--- src/sv/pidpc_pkg.sv ---
`timescale 1ns / 1ps
// ----------------------------------------------------------------------------
// pidpc_pkg
// Shared widths, register indexes, operation codes and helpers for the
// PID position controller.
// ----------------------------------------------------------------------------
package pidpc_pkg;

   localparam int POS_WIDTH       = 32;
   localparam int GAIN_WIDTH      = 32;
   localparam int SHORT_WIDTH     = 16;
   localparam int DIFF_WIDTH      = 33;
   localparam int INTEG_WIDTH     = 48;
   localparam int DERIV_WIDTH     = 48;
   localparam int MUL_A_WIDTH     = 48;
   localparam int MUL_B_WIDTH     = 32;
   localparam int MUL_CNT_WIDTH   = 5;
   localparam int PROD_WIDTH      = MUL_A_WIDTH + MUL_B_WIDTH;
   localparam int TERM_SHIFT      = 28;
   localparam int TERM_WIDTH      = PROD_WIDTH - TERM_SHIFT;
   localparam int SUM_WIDTH       = 56;
   localparam int DRIVE_WIDTH     = 17;
   localparam int REQ_DATA_WIDTH  = 64;
   localparam int RSP_DATA_WIDTH  = 24;
   localparam int RSP_USER_WIDTH  = 2;
   localparam int CSR_INDEX_WIDTH = 3;
   localparam int CSR_DATA_WIDTH  = 32;

   localparam logic [GAIN_WIDTH-1:0]  KP_GAIN_RESET   = 32'd368640000;
   localparam logic [GAIN_WIDTH-1:0]  KI_GAIN_RESET   = 32'd32768000;
   localparam logic [GAIN_WIDTH-1:0]  KD_GAIN_RESET   = 32'hFFC1_8000;
   localparam logic [SHORT_WIDTH-1:0] TIME_STEP_RESET = 16'd655;
   localparam logic [GAIN_WIDTH-1:0]  INV_STEP_RESET  = 32'd6553600;
   localparam logic [SHORT_WIDTH-1:0] DRIVE_LIM_RESET = 16'd10000;
   localparam logic [SHORT_WIDTH-1:0] TOLERANCE_RESET = 16'd66;

   localparam logic [INTEG_WIDTH-1:0] INTEG_MAX = {1'b0, {(INTEG_WIDTH-1){1'b1}}};
   localparam logic [INTEG_WIDTH-1:0] INTEG_MIN = {1'b1, {(INTEG_WIDTH-1){1'b0}}};
   localparam logic [POS_WIDTH-1:0]   POS_MAX   = {1'b0, {(POS_WIDTH-1){1'b1}}};
   localparam logic [POS_WIDTH-1:0]   POS_MIN   = {1'b1, {(POS_WIDTH-1){1'b0}}};

   typedef enum logic [CSR_INDEX_WIDTH-1:0] {
      CSR_KP_GAIN   = 3'd0,
      CSR_KI_GAIN   = 3'd1,
      CSR_KD_GAIN   = 3'd2,
      CSR_TIME_STEP = 3'd3,
      CSR_INV_STEP  = 3'd4,
      CSR_DRIVE_LIM = 3'd5,
      CSR_TOLERANCE = 3'd6
   } csr_index_type;

   // products in the order they are formed
   typedef enum logic [2:0] {
      OP_INTEG      = 3'd0,
      OP_DERIV      = 3'd1,
      OP_PROP_TERM  = 3'd2,
      OP_INTEG_TERM = 3'd3,
      OP_DERIV_TERM = 3'd4
   } op_type;

   // magnitude of a two's complement word, as unsigned of the same width
   function automatic logic [GAIN_WIDTH-1:0] mag32(input logic [GAIN_WIDTH-1:0] v);
      mag32 = v[GAIN_WIDTH-1] ? (~v + 1'b1) : v;
   endfunction

endpackage

--- src/sv/pid_position_controller.sv ---
`timescale 1ns / 1ps
// ----------------------------------------------------------------------------
// pid_position_controller
// Fixed-point PID position loop with symmetric output clamp.
// ----------------------------------------------------------------------------
// Usage:
//   req channel: one word holds target_pos and measured_pos (Q16.16) in tdata
//   and the restart flag in tuser. Restart clears the integral and the
//   previous error before the word is processed.
//   rsp channel: one word per request, the clamped drive in tdata and the
//   saturated / at_target flags in tuser.
//   csr channel: register writes by index, always ready; write only while no
//   request is in flight. Indexes past the register list are ignored.
// Datapath and request flow:
//   all products go through one bit-serial shift-add multiplier, one bit of
//   the 32-bit operand per cycle. Each of the five products passes through
//   S_LOAD, S_MUL and S_POST; S_ERR and S_DIFF come before them, S_OUT after.
//   rsp_tvalid and req_tready rise in the same cycle, when S_OUT loads the
//   result. One request is worked on at a time.
// Reset: synchronous, clears the integral, the previous error, all
//   handshakes, and loads the register defaults.
// Stall: a held result sits in the output register; the block still works
//   the next request and waits in S_OUT until rsp_tready frees the register.
// ----------------------------------------------------------------------------
module pid_position_controller (
   input  logic                                      clock,
   input  logic                                      reset,
   // req_tdata: target_pos [31:0], measured_pos [63:32]
   input  logic                                      req_tvalid,
   output logic                                      req_tready,
   input  logic [pidpc_pkg::REQ_DATA_WIDTH-1:0]      req_tdata,
   // req_tuser: restart
   input  logic                                      req_tuser,
   // rsp_tdata: drive [16:0], zero [23:17]
   output logic                                      rsp_tvalid,
   input  logic                                      rsp_tready,
   output logic [pidpc_pkg::RSP_DATA_WIDTH-1:0]      rsp_tdata,
   // rsp_tuser: saturated [0], at_target [1]
   output logic [pidpc_pkg::RSP_USER_WIDTH-1:0]      rsp_tuser,
   input  logic                                      csr_valid,
   output logic                                      csr_ready,
   input  logic [pidpc_pkg::CSR_INDEX_WIDTH-1:0]     csr_index,
   input  logic [pidpc_pkg::CSR_DATA_WIDTH-1:0]      csr_data
);

   typedef enum logic [2:0] {
      S_IDLE,
      S_ERR,
      S_DIFF,
      S_LOAD,
      S_MUL,
      S_POST,
      S_OUT
   } state_type;

   localparam int PW = pidpc_pkg::POS_WIDTH;
   localparam int GW = pidpc_pkg::GAIN_WIDTH;
   localparam int SW = pidpc_pkg::SHORT_WIDTH;
   localparam int DW = pidpc_pkg::DIFF_WIDTH;
   localparam int IW = pidpc_pkg::INTEG_WIDTH;
   localparam int VW = pidpc_pkg::DERIV_WIDTH;
   localparam int AW = pidpc_pkg::MUL_A_WIDTH;
   localparam int BW = pidpc_pkg::MUL_B_WIDTH;
   localparam int CW = pidpc_pkg::MUL_CNT_WIDTH;
   localparam int QW = pidpc_pkg::PROD_WIDTH;
   localparam int TS = pidpc_pkg::TERM_SHIFT;
   localparam int TW = pidpc_pkg::TERM_WIDTH;
   localparam int UW = pidpc_pkg::SUM_WIDTH;
   localparam int RW = pidpc_pkg::DRIVE_WIDTH;

   state_type          state_ff, state_in;
   pidpc_pkg::op_type  op_ff, op_in;

   // configuration
   logic [GW-1:0] kp_ff, kp_in;
   logic [GW-1:0] ki_ff, ki_in;
   logic [GW-1:0] kd_ff, kd_in;
   logic [SW-1:0] dt_ff, dt_in;
   logic [GW-1:0] inv_dt_ff, inv_dt_in;
   logic [SW-1:0] lim_ff, lim_in;
   logic [SW-1:0] tol_ff, tol_in;

   // loop state
   logic [IW-1:0] integral_ff, integral_in;
   logic [PW-1:0] last_error_ff, last_error_in;

   // per-request working registers
   logic [PW-1:0] target_ff, target_in;
   logic [PW-1:0] measured_ff, measured_in;
   logic [PW-1:0] err_ff, err_in;
   logic [PW-1:0] err_mag_ff, err_mag_in;
   logic [DW-1:0] diff_ff, diff_in;
   logic [VW-1:0] deriv_mag_ff, deriv_mag_in;
   logic          deriv_neg_ff, deriv_neg_in;
   logic [UW-1:0] sum_ff, sum_in;

   // bit-serial multiplier
   logic [AW-1:0] mul_a_ff, mul_a_in;
   logic [BW-1:0] mul_b_ff, mul_b_in;
   logic [AW-1:0] acc_ff, acc_in;
   logic          mul_neg_ff, mul_neg_in;
   logic [CW-1:0] mul_cnt_ff, mul_cnt_in;

   // result register
   logic          rsp_tvalid_ff, rsp_tvalid_in;
   logic [RW-1:0] drive_ff, drive_in;
   logic          sat_ff, sat_in;
   logic          at_target_ff, at_target_in;

   logic          req_fire;
   logic          out_free;
   logic [DW-1:0] err_diff;
   logic [DW-1:0] diff_neg;
   logic [AW:0]   mul_step;
   logic [QW-1:0] prod;
   logic [PW-1:0] integ_inc;
   logic [IW:0]   integ_add;
   logic [IW-1:0] integral_mag;
   logic [UW-1:0] term_ext;
   logic [UW-1:0] lim_ext;
   logic [UW-1:0] neg_lim_ext;

   assign req_tready = (state_ff == S_IDLE);
   assign req_fire   = req_tvalid & req_tready;
   assign csr_ready  = 1'b1;
   assign out_free   = ~rsp_tvalid_ff | rsp_tready;

   assign rsp_tvalid = rsp_tvalid_ff;
   assign rsp_tdata  = {{(pidpc_pkg::RSP_DATA_WIDTH-RW){1'b0}}, drive_ff};
   assign rsp_tuser  = {at_target_ff, sat_ff};

   // shared arithmetic
   assign err_diff     = {target_ff[PW-1], target_ff} - {measured_ff[PW-1], measured_ff};
   assign diff_neg     = ~diff_ff + 1'b1;
   assign mul_step     = {1'b0, acc_ff} + (mul_b_ff[0] ? {1'b0, mul_a_ff} : '0);
   assign prod         = {acc_ff, mul_b_ff};
   assign integ_inc    = prod[PW+SW-1:SW];
   assign integ_add    = {integral_ff[IW-1], integral_ff}
                       + (mul_neg_ff ? ~{{(IW+1-PW){1'b0}}, integ_inc}
                                     :  {{(IW+1-PW){1'b0}}, integ_inc})
                       + {{IW{1'b0}}, mul_neg_ff};
   assign integral_mag = integral_ff[IW-1] ? (~integral_ff + 1'b1) : integral_ff;
   assign term_ext     = {{(UW-TW){1'b0}}, prod[QW-1:TS]};
   assign lim_ext      = {{(UW-SW){1'b0}}, lim_ff};
   assign neg_lim_ext  = ~lim_ext + 1'b1;

   always_comb begin
      state_in      = state_ff;
      op_in         = op_ff;
      kp_in         = kp_ff;
      ki_in         = ki_ff;
      kd_in         = kd_ff;
      dt_in         = dt_ff;
      inv_dt_in     = inv_dt_ff;
      lim_in        = lim_ff;
      tol_in        = tol_ff;
      integral_in   = integral_ff;
      last_error_in = last_error_ff;
      target_in     = target_ff;
      measured_in   = measured_ff;
      err_in        = err_ff;
      err_mag_in    = err_mag_ff;
      diff_in       = diff_ff;
      deriv_mag_in  = deriv_mag_ff;
      deriv_neg_in  = deriv_neg_ff;
      sum_in        = sum_ff;
      mul_a_in      = mul_a_ff;
      mul_b_in      = mul_b_ff;
      acc_in        = acc_ff;
      mul_neg_in    = mul_neg_ff;
      mul_cnt_in    = mul_cnt_ff;
      rsp_tvalid_in = rsp_tvalid_ff;
      drive_in      = drive_ff;
      sat_in        = sat_ff;
      at_target_in  = at_target_ff;

      if (csr_valid && csr_ready) begin
         case (csr_index)
            pidpc_pkg::CSR_KP_GAIN:   kp_in     = csr_data;
            pidpc_pkg::CSR_KI_GAIN:   ki_in     = csr_data;
            pidpc_pkg::CSR_KD_GAIN:   kd_in     = csr_data;
            pidpc_pkg::CSR_TIME_STEP: dt_in     = csr_data[SW-1:0];
            pidpc_pkg::CSR_INV_STEP:  inv_dt_in = csr_data;
            pidpc_pkg::CSR_DRIVE_LIM: lim_in    = csr_data[SW-1:0];
            pidpc_pkg::CSR_TOLERANCE: tol_in    = csr_data[SW-1:0];
            default: ;
         endcase
      end

      if (rsp_tvalid_ff && rsp_tready) begin
         rsp_tvalid_in = 1'b0;
      end

      case (state_ff)
         S_IDLE: begin
            if (req_fire) begin
               target_in   = req_tdata[PW-1:0];
               measured_in = req_tdata[2*PW-1:PW];
               if (req_tuser) begin
                  integral_in   = '0;
                  last_error_in = '0;
               end
               state_in = S_ERR;
            end
         end
         S_ERR: begin
            if (err_diff[DW-1] != err_diff[DW-2]) begin
               err_in = err_diff[DW-1] ? pidpc_pkg::POS_MIN : pidpc_pkg::POS_MAX;
            end else begin
               err_in = err_diff[PW-1:0];
            end
            sum_in   = '0;
            op_in    = pidpc_pkg::OP_INTEG;
            state_in = S_DIFF;
         end
         S_DIFF: begin
            err_mag_in    = pidpc_pkg::mag32(err_ff);
            diff_in       = {err_ff[PW-1], err_ff} - {last_error_ff[PW-1], last_error_ff};
            last_error_in = err_ff;
            state_in      = S_LOAD;
         end
         S_LOAD: begin
            acc_in     = '0;
            mul_cnt_in = '0;
            case (op_ff)
               pidpc_pkg::OP_INTEG: begin
                  mul_a_in   = {{(AW-SW){1'b0}}, dt_ff};
                  mul_b_in   = err_mag_ff;
                  mul_neg_in = err_ff[PW-1];
               end
               pidpc_pkg::OP_DERIV: begin
                  mul_a_in   = {{(AW-GW){1'b0}}, inv_dt_ff};
                  mul_b_in   = diff_ff[DW-1] ? diff_neg[BW-1:0] : diff_ff[BW-1:0];
                  mul_neg_in = diff_ff[DW-1];
               end
               pidpc_pkg::OP_PROP_TERM: begin
                  mul_a_in   = {{(AW-PW){1'b0}}, err_mag_ff};
                  mul_b_in   = pidpc_pkg::mag32(kp_ff);
                  mul_neg_in = kp_ff[GW-1] ^ err_ff[PW-1];
               end
               pidpc_pkg::OP_INTEG_TERM: begin
                  mul_a_in   = integral_mag;
                  mul_b_in   = pidpc_pkg::mag32(ki_ff);
                  mul_neg_in = ki_ff[GW-1] ^ integral_ff[IW-1];
               end
               default: begin
                  mul_a_in   = deriv_mag_ff;
                  mul_b_in   = pidpc_pkg::mag32(kd_ff);
                  mul_neg_in = kd_ff[GW-1] ^ deriv_neg_ff;
               end
            endcase
            state_in = S_MUL;
         end
         S_MUL: begin
            // lsb-first shift-add, low product bits shift into the b register
            acc_in     = mul_step[AW:1];
            mul_b_in   = {mul_step[0], mul_b_ff[BW-1:1]};
            mul_cnt_in = mul_cnt_ff + 1'b1;
            if (mul_cnt_ff == CW'(BW - 1)) begin
               state_in = S_POST;
            end
         end
         S_POST: begin
            case (op_ff)
               pidpc_pkg::OP_INTEG: begin
                  if (integ_add[IW] != integ_add[IW-1]) begin
                     integral_in = integ_add[IW] ? pidpc_pkg::INTEG_MIN
                                                 : pidpc_pkg::INTEG_MAX;
                  end else begin
                     integral_in = integ_add[IW-1:0];
                  end
                  op_in    = pidpc_pkg::OP_DERIV;
                  state_in = S_LOAD;
               end
               pidpc_pkg::OP_DERIV: begin
                  deriv_mag_in = prod[VW+SW-1:SW];
                  deriv_neg_in = mul_neg_ff;
                  op_in        = pidpc_pkg::OP_PROP_TERM;
                  state_in     = S_LOAD;
               end
               pidpc_pkg::OP_PROP_TERM: begin
                  sum_in   = sum_ff + (mul_neg_ff ? ~term_ext : term_ext)
                           + {{(UW-1){1'b0}}, mul_neg_ff};
                  op_in    = pidpc_pkg::OP_INTEG_TERM;
                  state_in = S_LOAD;
               end
               pidpc_pkg::OP_INTEG_TERM: begin
                  sum_in   = sum_ff + (mul_neg_ff ? ~term_ext : term_ext)
                           + {{(UW-1){1'b0}}, mul_neg_ff};
                  op_in    = pidpc_pkg::OP_DERIV_TERM;
                  state_in = S_LOAD;
               end
               default: begin
                  sum_in   = sum_ff + (mul_neg_ff ? ~term_ext : term_ext)
                           + {{(UW-1){1'b0}}, mul_neg_ff};
                  state_in = S_OUT;
               end
            endcase
         end
         S_OUT: begin
            if (out_free) begin
               if ($signed(sum_ff) > $signed(lim_ext)) begin
                  drive_in = lim_ext[RW-1:0];
                  sat_in   = 1'b1;
               end else if ($signed(sum_ff) < $signed(neg_lim_ext)) begin
                  drive_in = neg_lim_ext[RW-1:0];
                  sat_in   = 1'b1;
               end else begin
                  drive_in = sum_ff[RW-1:0];
                  sat_in   = 1'b0;
               end
               at_target_in  = (err_mag_ff < {{(PW-SW){1'b0}}, tol_ff});
               rsp_tvalid_in = 1'b1;
               state_in      = S_IDLE;
            end
         end
         default: state_in = S_IDLE;
      endcase
   end

   always_ff @(posedge clock) begin
      if (reset) begin
         state_ff      <= S_IDLE;
         op_ff         <= pidpc_pkg::OP_INTEG;
         kp_ff         <= pidpc_pkg::KP_GAIN_RESET;
         ki_ff         <= pidpc_pkg::KI_GAIN_RESET;
         kd_ff         <= pidpc_pkg::KD_GAIN_RESET;
         dt_ff         <= pidpc_pkg::TIME_STEP_RESET;
         inv_dt_ff     <= pidpc_pkg::INV_STEP_RESET;
         lim_ff        <= pidpc_pkg::DRIVE_LIM_RESET;
         tol_ff        <= pidpc_pkg::TOLERANCE_RESET;
         integral_ff   <= '0;
         last_error_ff <= '0;
         mul_cnt_ff    <= '0;
         rsp_tvalid_ff <= 1'b0;
      end else begin
         state_ff      <= state_in;
         op_ff         <= op_in;
         kp_ff         <= kp_in;
         ki_ff         <= ki_in;
         kd_ff         <= kd_in;
         dt_ff         <= dt_in;
         inv_dt_ff     <= inv_dt_in;
         lim_ff        <= lim_in;
         tol_ff        <= tol_in;
         integral_ff   <= integral_in;
         last_error_ff <= last_error_in;
         mul_cnt_ff    <= mul_cnt_in;
         rsp_tvalid_ff <= rsp_tvalid_in;
      end
      target_ff    <= target_in;
      measured_ff  <= measured_in;
      err_ff       <= err_in;
      err_mag_ff   <= err_mag_in;
      diff_ff      <= diff_in;
      deriv_mag_ff <= deriv_mag_in;
      deriv_neg_ff <= deriv_neg_in;
      sum_ff       <= sum_in;
      mul_a_ff     <= mul_a_in;
      mul_b_ff     <= mul_b_in;
      acc_ff       <= acc_in;
      mul_neg_ff   <= mul_neg_in;
      drive_ff     <= drive_in;
      sat_ff       <= sat_in;
      at_target_ff <= at_target_in;
   end

`ifndef SYNTHESIS
   // one request at a time
   a_single_request: assert property (@(posedge clock) disable iff (reset)
      req_fire |=> !req_tready)
      else $error("request taken while another is in flight");

   // restart clears the loop state before the error is formed
   a_restart_clears: assert property (@(posedge clock) disable iff (reset)
      (req_fire && req_tuser) |=> (integral_ff == '0 && last_error_ff == '0))
      else $error("restart did not clear integral and previous error");

   // multiplier hands off after the last operand bit
   a_mul_done: assert property (@(posedge clock) disable iff (reset)
      (state_ff == S_MUL && mul_cnt_ff == CW'(BW - 1)) |=> state_ff == S_POST)
      else $error("multiplier did not finish after last bit");

   // a finished result always lands in the output register
   a_result_loaded: assert property (@(posedge clock) disable iff (reset)
      (state_ff == S_OUT && out_free) |=> (rsp_tvalid_ff && state_ff == S_IDLE))
      else $error("result not loaded into output register");
`endif

endmodule
--- config.mk ---
export PLATFORM = sky130hd
export DESIGN_NAME = pid_position_controller
export DESIGN_NICKNAME = d
export VERILOG_FILES = /design/src/sv/pidpc_pkg.sv /design/src/sv/pid_position_controller.sv
export SDC_FILE = /design/constraint.sdc
export NUM_CORES = 2
export LEC_CHECK = 0
export BUFFER_PORTS_ARGS = -buffer_cell sky130_fd_sc_hd__buf_2
export CAP_MARGIN = 10
export CORE_UTILIZATION = 60
export DETAILED_ROUTE_END_ITERATION = 8
export PLACE_DENSITY = 0.75
export SLEW_MARGIN = 5
export SYNTH_ARGS = -nofsm -noshare
export SYNTH_HDL_FRONTEND = slang
export SYNTH_SLANG_ARGS = --single-unit
--- constraint.sdc ---
create_clock -name clock -period 10.6 [get_ports clock]
set_input_delay 2.12 -clock clock [delete_from_list [all_inputs] [get_ports clock]]
set_output_delay 2.12 -clock clock [all_outputs]
set_load 0.05 [all_outputs]
# Word level (Yosys, flattened, before mapping)

Index checks and enable logic that the tools add are counted.
Widths: inputs -> output; s select.

Output and inout port bits: 29
Bits in registers: 682

$add $sub $neg: 15
Multiplexer cells: 41
$lt $le $gt $ge: 3
Bitwise gates (word level): 15
Equality and inequality tests: 25
Reductions and logical operators: 25

Operator list:

| cell                  | number |
|---|---|
| $mux 48               | 7 |
| $mux 32               | 8 |
| $pmux 48 s2           | 2 |
| $pmux 48 s4           | 1 |
| $add 32x1->32 const B | 5 |
| $not 32->32           | 5 |
| $pmux 32 s2           | 2 |
| $pmux 32 s4           | 1 |
| $mux 56               | 2 |
| $pmux 56 s2           | 1 |
| $sub 32x32->33        | 2 |
| $add 56x1->56         | 1 |
| $add 56x1->56 const B | 1 |
| $add 56x56->56        | 1 |
| $gt 56x17->1          | 1 |
| $lt 56x56->1          | 1 |
| $not 16->56           | 1 |
| $not 52->56           | 1 |
| $add 48x48->49        | 1 |
| $add 49x1->49         | 1 |
| $add 49x49->49        | 1 |
| $mux 49               | 1 |
| $not 32->49           | 1 |
| $add 48x1->48 const B | 1 |
| 33 further kinds      | 75 |

# Logic depth before layout (Yosys ltp)

Word-level depth: 8
Mapped depth: 22

# Worst setup path before layout

OpenSTA, ideal clock, no wires.

Kind: input-to-reg
Start point: input port req_tvalid
End point: register integral_ff[12]
Data required time: 10.477 ns
Data arrival time: 5.157 ns
Stages: 6
Setup slack: 5.321 ns
Setup time: 0.123 ns
Cells stage by stage: and2_1 a31oi_1 nor2b_1 clkbuf_1 clkbuf_1 a221o_2

Word-level cells in the longest chain between the ends: 3

RTL lines:

| item                       | line                           | text |
|---|---|---|
| start, declared            | pid_position_controller.sv:29  | `input logic req_tvalid,` |
| $and 1x1->1                | pid_position_controller.sv:124 | `assign req_fire = req_tvalid & req_tready;` |
| $ne 2x1->1 (no line)       | --                             |  |
| $reduce_and 4->1 (no line) | --                             |  |
| end signal, assigned       | pid_position_controller.sv:346 | `integral_ff <= integral_in;` |
| end, declared              | pid_position_controller.sv:84  | `logic [IW-1:0] integral_ff, integral_in;` |

Every way passes these cells.
A chain may end at the register's enable or synchronous reset.

# Worst setup path after layout

Start point: register lim_ff[9]
End point: register drive_ff[12] (data pin)

Word-level cells in the longest chain between the ends: 5
Elaborated cells between the ends (all ways): 6
Classes of those cells: add/sub (1); order compare (2); mux (2); bitwise (1)

RTL lines:

| item                   | line                           | text |
|---|---|---|
| start, declared        | pid_position_controller.sv:80  | `logic [SW-1:0] lim_ff, lim_in;` |
| start signal, assigned | pid_position_controller.sv:330 | `lim_ff <= pidpc_pkg::DRIVE_LIM_RESET;` |
| start signal, assigned | pid_position_controller.sv:344 | `lim_ff <= lim_in;` |
| $not 16->56            | pid_position_controller.sv:145 | `assign neg_lim_ext = ~lim_ext + 1'b1;` |
| $add 56x1->56          | pid_position_controller.sv:145 |  |
| $lt 56x56->1           | pid_position_controller.sv:305 | `end else if ($signed(sum_ff) < $signed(neg_lim_ext)) begin` |
| $mux 17                | pid_position_controller.sv:305 |  |
| $mux 16 *              | pid_position_controller.sv:302 | `if ($signed(sum_ff) > $signed(lim_ext)) begin` |
| end signal, assigned   | pid_position_controller.sv:363 | `drive_ff <= drive_in;` |
| end, declared          | pid_position_controller.sv:106 | `logic [RW-1:0] drive_ff, drive_in;` |

Mark *: on every way between the ends. The rest lies on a longest branch, timed or not.

==> summary.md <==
| Metric | Value |
|---|---|
| Clk_lat worst skew | `650 ps` |
| Leakage | `18.8 nW` |
| Seq pwr share | `33.5%` |
| Combinational power share | `45.2%` |
| Worst-case clock buffer depth | `3` |
| Most used cell, CP | `nor3_1` |
| Critical path launch point type | `register` |
| Minimum clock period | `5480 ps` |
| Antenna Nets Post-Route | `0` |
| Yosys reg bits | `682` |
| Worst min path class | `reg2reg` |
| Via density | `6.38` |
| GP Congestion | `0.972` |
| Slowest CP cell | `nor3_1` |
| Max Fclk | `183 MHz` |
| Chip Width | `274 um` |
| Max Slew Vio Count | `0` |
| Critical path type | `reg2reg` |
| Initial antenna violation count | `7` |
| Final hold slack | `451 ps` |
| Syn_area_per_cell | `9.17 um2` |
| Worst-margin pin slew | `1140 ps` |
| FFs w/ async S/R, synth | `0%` |
| Total grt overflow | `0` |
| Worst setup path startpoint | `lim_ff[9]$_SDFFE_PP1P_` |
| Startpoint of the worst hold path | `inv_dt_ff[27]$_SDFFE_PP0P_` |
| Clk network pwr share | `21.3%` |
| TritonCTS Buffers | `79` |
| Final setup viols | `0` |
| First-pass GRT wire length | `202 mm` |
| Die area | `75,000 um2` |
| Post-DP HPWL | `98.2 mm` |
| Syn-to-layout area delta | `8.98%` |
| TritonCTS clock tree | `done` |
| Clock sink count | `682` |
| CP Capture Type | `register` |
| Failing checks | `DRC` |
| PostCTS Resize Cnt | `0` |
| Reg clk slew, reported paths | `60 ps` |
| Register area | `17,800 um2` |
| Post-synth EDFFs | `414` |
| Final Hold Fails | `0` |
| CORE AREA | `73,100 um2` |
| GRT Util Overall | `34.7%` |
| Fin crit share | `51.7%` |
| Most common cell after layout, fill and taps aside | `nand2_1` |
| Fill cells | `6,104` |
| Switching part of the total | `41.9%` |
| Largest net degree at the start of global routing | `94` |
| Vias in the first global route | `35.2k` |
| CTS HTree Levels | `3` |
| Cells after Synth | `4,837` |
| IO Port Bufs | `125` |
| Sequential-to-total area share from yosys stat | `40.1%` |
| MaxCap Viol Count | `0` |
| Layout cell share with drive strength beyond 1 | `8.00%` |
| Mapped cell area | `44,300 um2` |
| Max incr delay on CP | `890 ps` |
| Critical Path AT | `5840 ps` |
| Drt wl/cell | `22.5 um` |
| Most used DFF post-synth | `edfxtp_1` |
| Boundary Pins | `134` |
| Fin Setup TNS | `0 ps` |
| Site Rows | `99` |
| Post-Layout Inst Area | `48,300 um2` |
| Status | `finished with violations` |
| Chip height | `274 um` |
| RSZ-0062 raised after global routing | `false` |
| Cell area after placement | `45,700 um2` |
| RR Startpoint | `lim_ff[9]$_SDFFE_PP1P_` |
| Setup Skew | `31.2 ps` |
| Synth unique cells | `93` |
| Multi-input gate area in the final layout | `25,100 um2` |
| Final routed DRC violation total | `4` |
| Max VDD drop | `0.201 mV` |
| Int Power | `7.55 mW` |
| Drt first-iter violations | `3,812` |
| Power density over the cells | `269 nW/um2` |
| Psw | `5.44 mW` |
| Most frequent cells in the layout | `nand2_1 (645), a21oi_1 (417), edfxtp_1 (414), nor2_1 (314), ha_1 (304)` |
| Max-slew headroom | `23.7%` |
| Nets@finish | `5,277` |
| YS warnings | `0` |
| Routed wire length | `132 mm` |
| Worst-path maximum fanout | `16` |
| Root buf cell | `clkbuf_16` |
| Vias | `37.6k` |
| 1st-pass router iterations | `9` |
| Starting Density | `60.7%` |
| Post-CTS Setup Inserts | `0` |
| CTS Hold Buffers Added | `0` |
| WP data required | `10,960 ps` |
| CP cell instances | `or4_1 > nor3_1 > and3_1 > ha_1 > nand4_1 > nor3_1 > nand2_1 > or3_1 > or2_0 > a41oi_1 > or2_0 > nor3_1 > a211o_1` |
## flip-flops by register name, summed over array words and instances, names as in the netlist, 32 cells and up
signal,count
inv_dt_ff,32
ki_ff,32
deriv_mag_ff,48
err_ff,32
integral_ff,48
target_ff,32
kp_ff,32
mul_a_ff,48
kd_ff,32
err_mag_ff,32
acc_ff,48
mul_b_ff,32
diff_ff,33
sum_ff,56
measured_ff,32
last_error_ff,32
## Yosys cell counts, types with 18 or more instances
cell	instances	area, um2
and3_1	44	275
clkbuf_1	206	773
o211ai_1	18	135
nand3b_1	49	368
a21o_1	136	1020
edfxtp_1	414	12400
nand4_1	39	244
nor3_1	80	400
a21oi_1	419	2100
inv_1	181	679
and2_1	80	500
or4_1	36	270
mux2i_1	26	260
o31ai_1	62	465
nor2b_1	55	344
o21a_1	44	330
mux4_2	25	563
a31oi_1	25	156
ha_1	304	3800
a221o_1	40	400
a22oi_1	39	293
or3_1	38	238
o21bai_1	32	240
xor2_1	213	1870
o22ai_1	20	125
nor2_1	319	1200
o41ai_1	32	280
nand3_1	52	260
dfxtp_1	268	5370
nor4_1	33	206
o21ai_0	291	1460
nand2b_1	42	263
nand2_1	647	2430
xnor2_1	229	2010
a211oi_1	45	338
## power groups by stage
stage                     sequential, mW  combinational [mW]  clock [mW]
after global placement              4.37                5.70           0
final                               4.35                5.87        2.77
after detailed placement            4.37                5.75           0
after CTS                           4.32                5.79        2.80
after global routing                4.37                6.45        2.89
after floorplan                     4.04                4.42           0
## final cells by class
| class | instances | share of cell area (%) |
|---|---|---|
| multi-input combinational | 3748 | 51.9 |
| clock inverter | 42 | 0.932 |
| timing repair buffer | 169 | 1.99 |
| sequential | 682 | 36.8 |
| clock buffer | 104 | 4.47 |
| antenna | 1 | 0.00518 |
| inverter | 183 | 1.42 |
| tap | 959 | 2.48 |
## worst paths after layout
check	to	slack, ps	cells after the start
max	drive_ff[12]$_DFFE_PP_	5120	13
min	inv_dt_ff[27]$_SDFFE_PP0P_	450	2
max reg2reg	drive_ff[12]$_DFFE_PP_	5120	13
min reg2reg	inv_dt_ff[27]$_SDFFE_PP0P_	450	2
## cell families (layout without fill, tap and decap cells)
kind of cell / Yosys count / after routing / share of synthesized area, %
XOR/XNOR: 442 / 442 / 8.73
multiplexers: 68 / 68 / 2.29
AO/OA/AOI/OAI: 1351 / 1351 / 19.5
adder cells (fa/ha/maj): 320 / 320 / 9.05
other: 2 / 9 / 0.0169
AND/OR/NAND/NOR: 1559 / 1559 / 16.7
flip-flops: 682 / 682 / 40.1
buffers and inverters: 413 / 498 / 3.59
## routing by layer
metal	up-vias	share of wire (%)	GRT usage, %
li1	17700	-	-
met1	17800	39	43.7
met2	1595	46	56.9
met3	407	8.2	6.17
met4	6	6.0	18.6
met5	-	0.028	0
## critical path: cells and delay by family (launching register included)
kind,cells,cell delay (ps)
flops,1,370
fa+ha+maj,1,210
simple gates,10,3940
compound gates,2,680
## per-stage QoR
| stage | cells | setup slack, ps | util (%) | total power, mW |
|---|---|---|---|---|
| finish | 5888 | 5120 | 66.1 | 13.0 |
| global route | 5888 | 4820 | 66.1 | 13.7 |
| CTS | 5885 | 5190 | 66.1 | 12.9 |
| detailed placement | 5739 | 5210 | 62.5 | 10.1 |
| global placement | 5739 | 5310 | 62.5 | 10.1 |
| floorplan | 4843 | 5320 | - | 8.46 |
No activity file was read; power rests on OpenSTA's default activity.
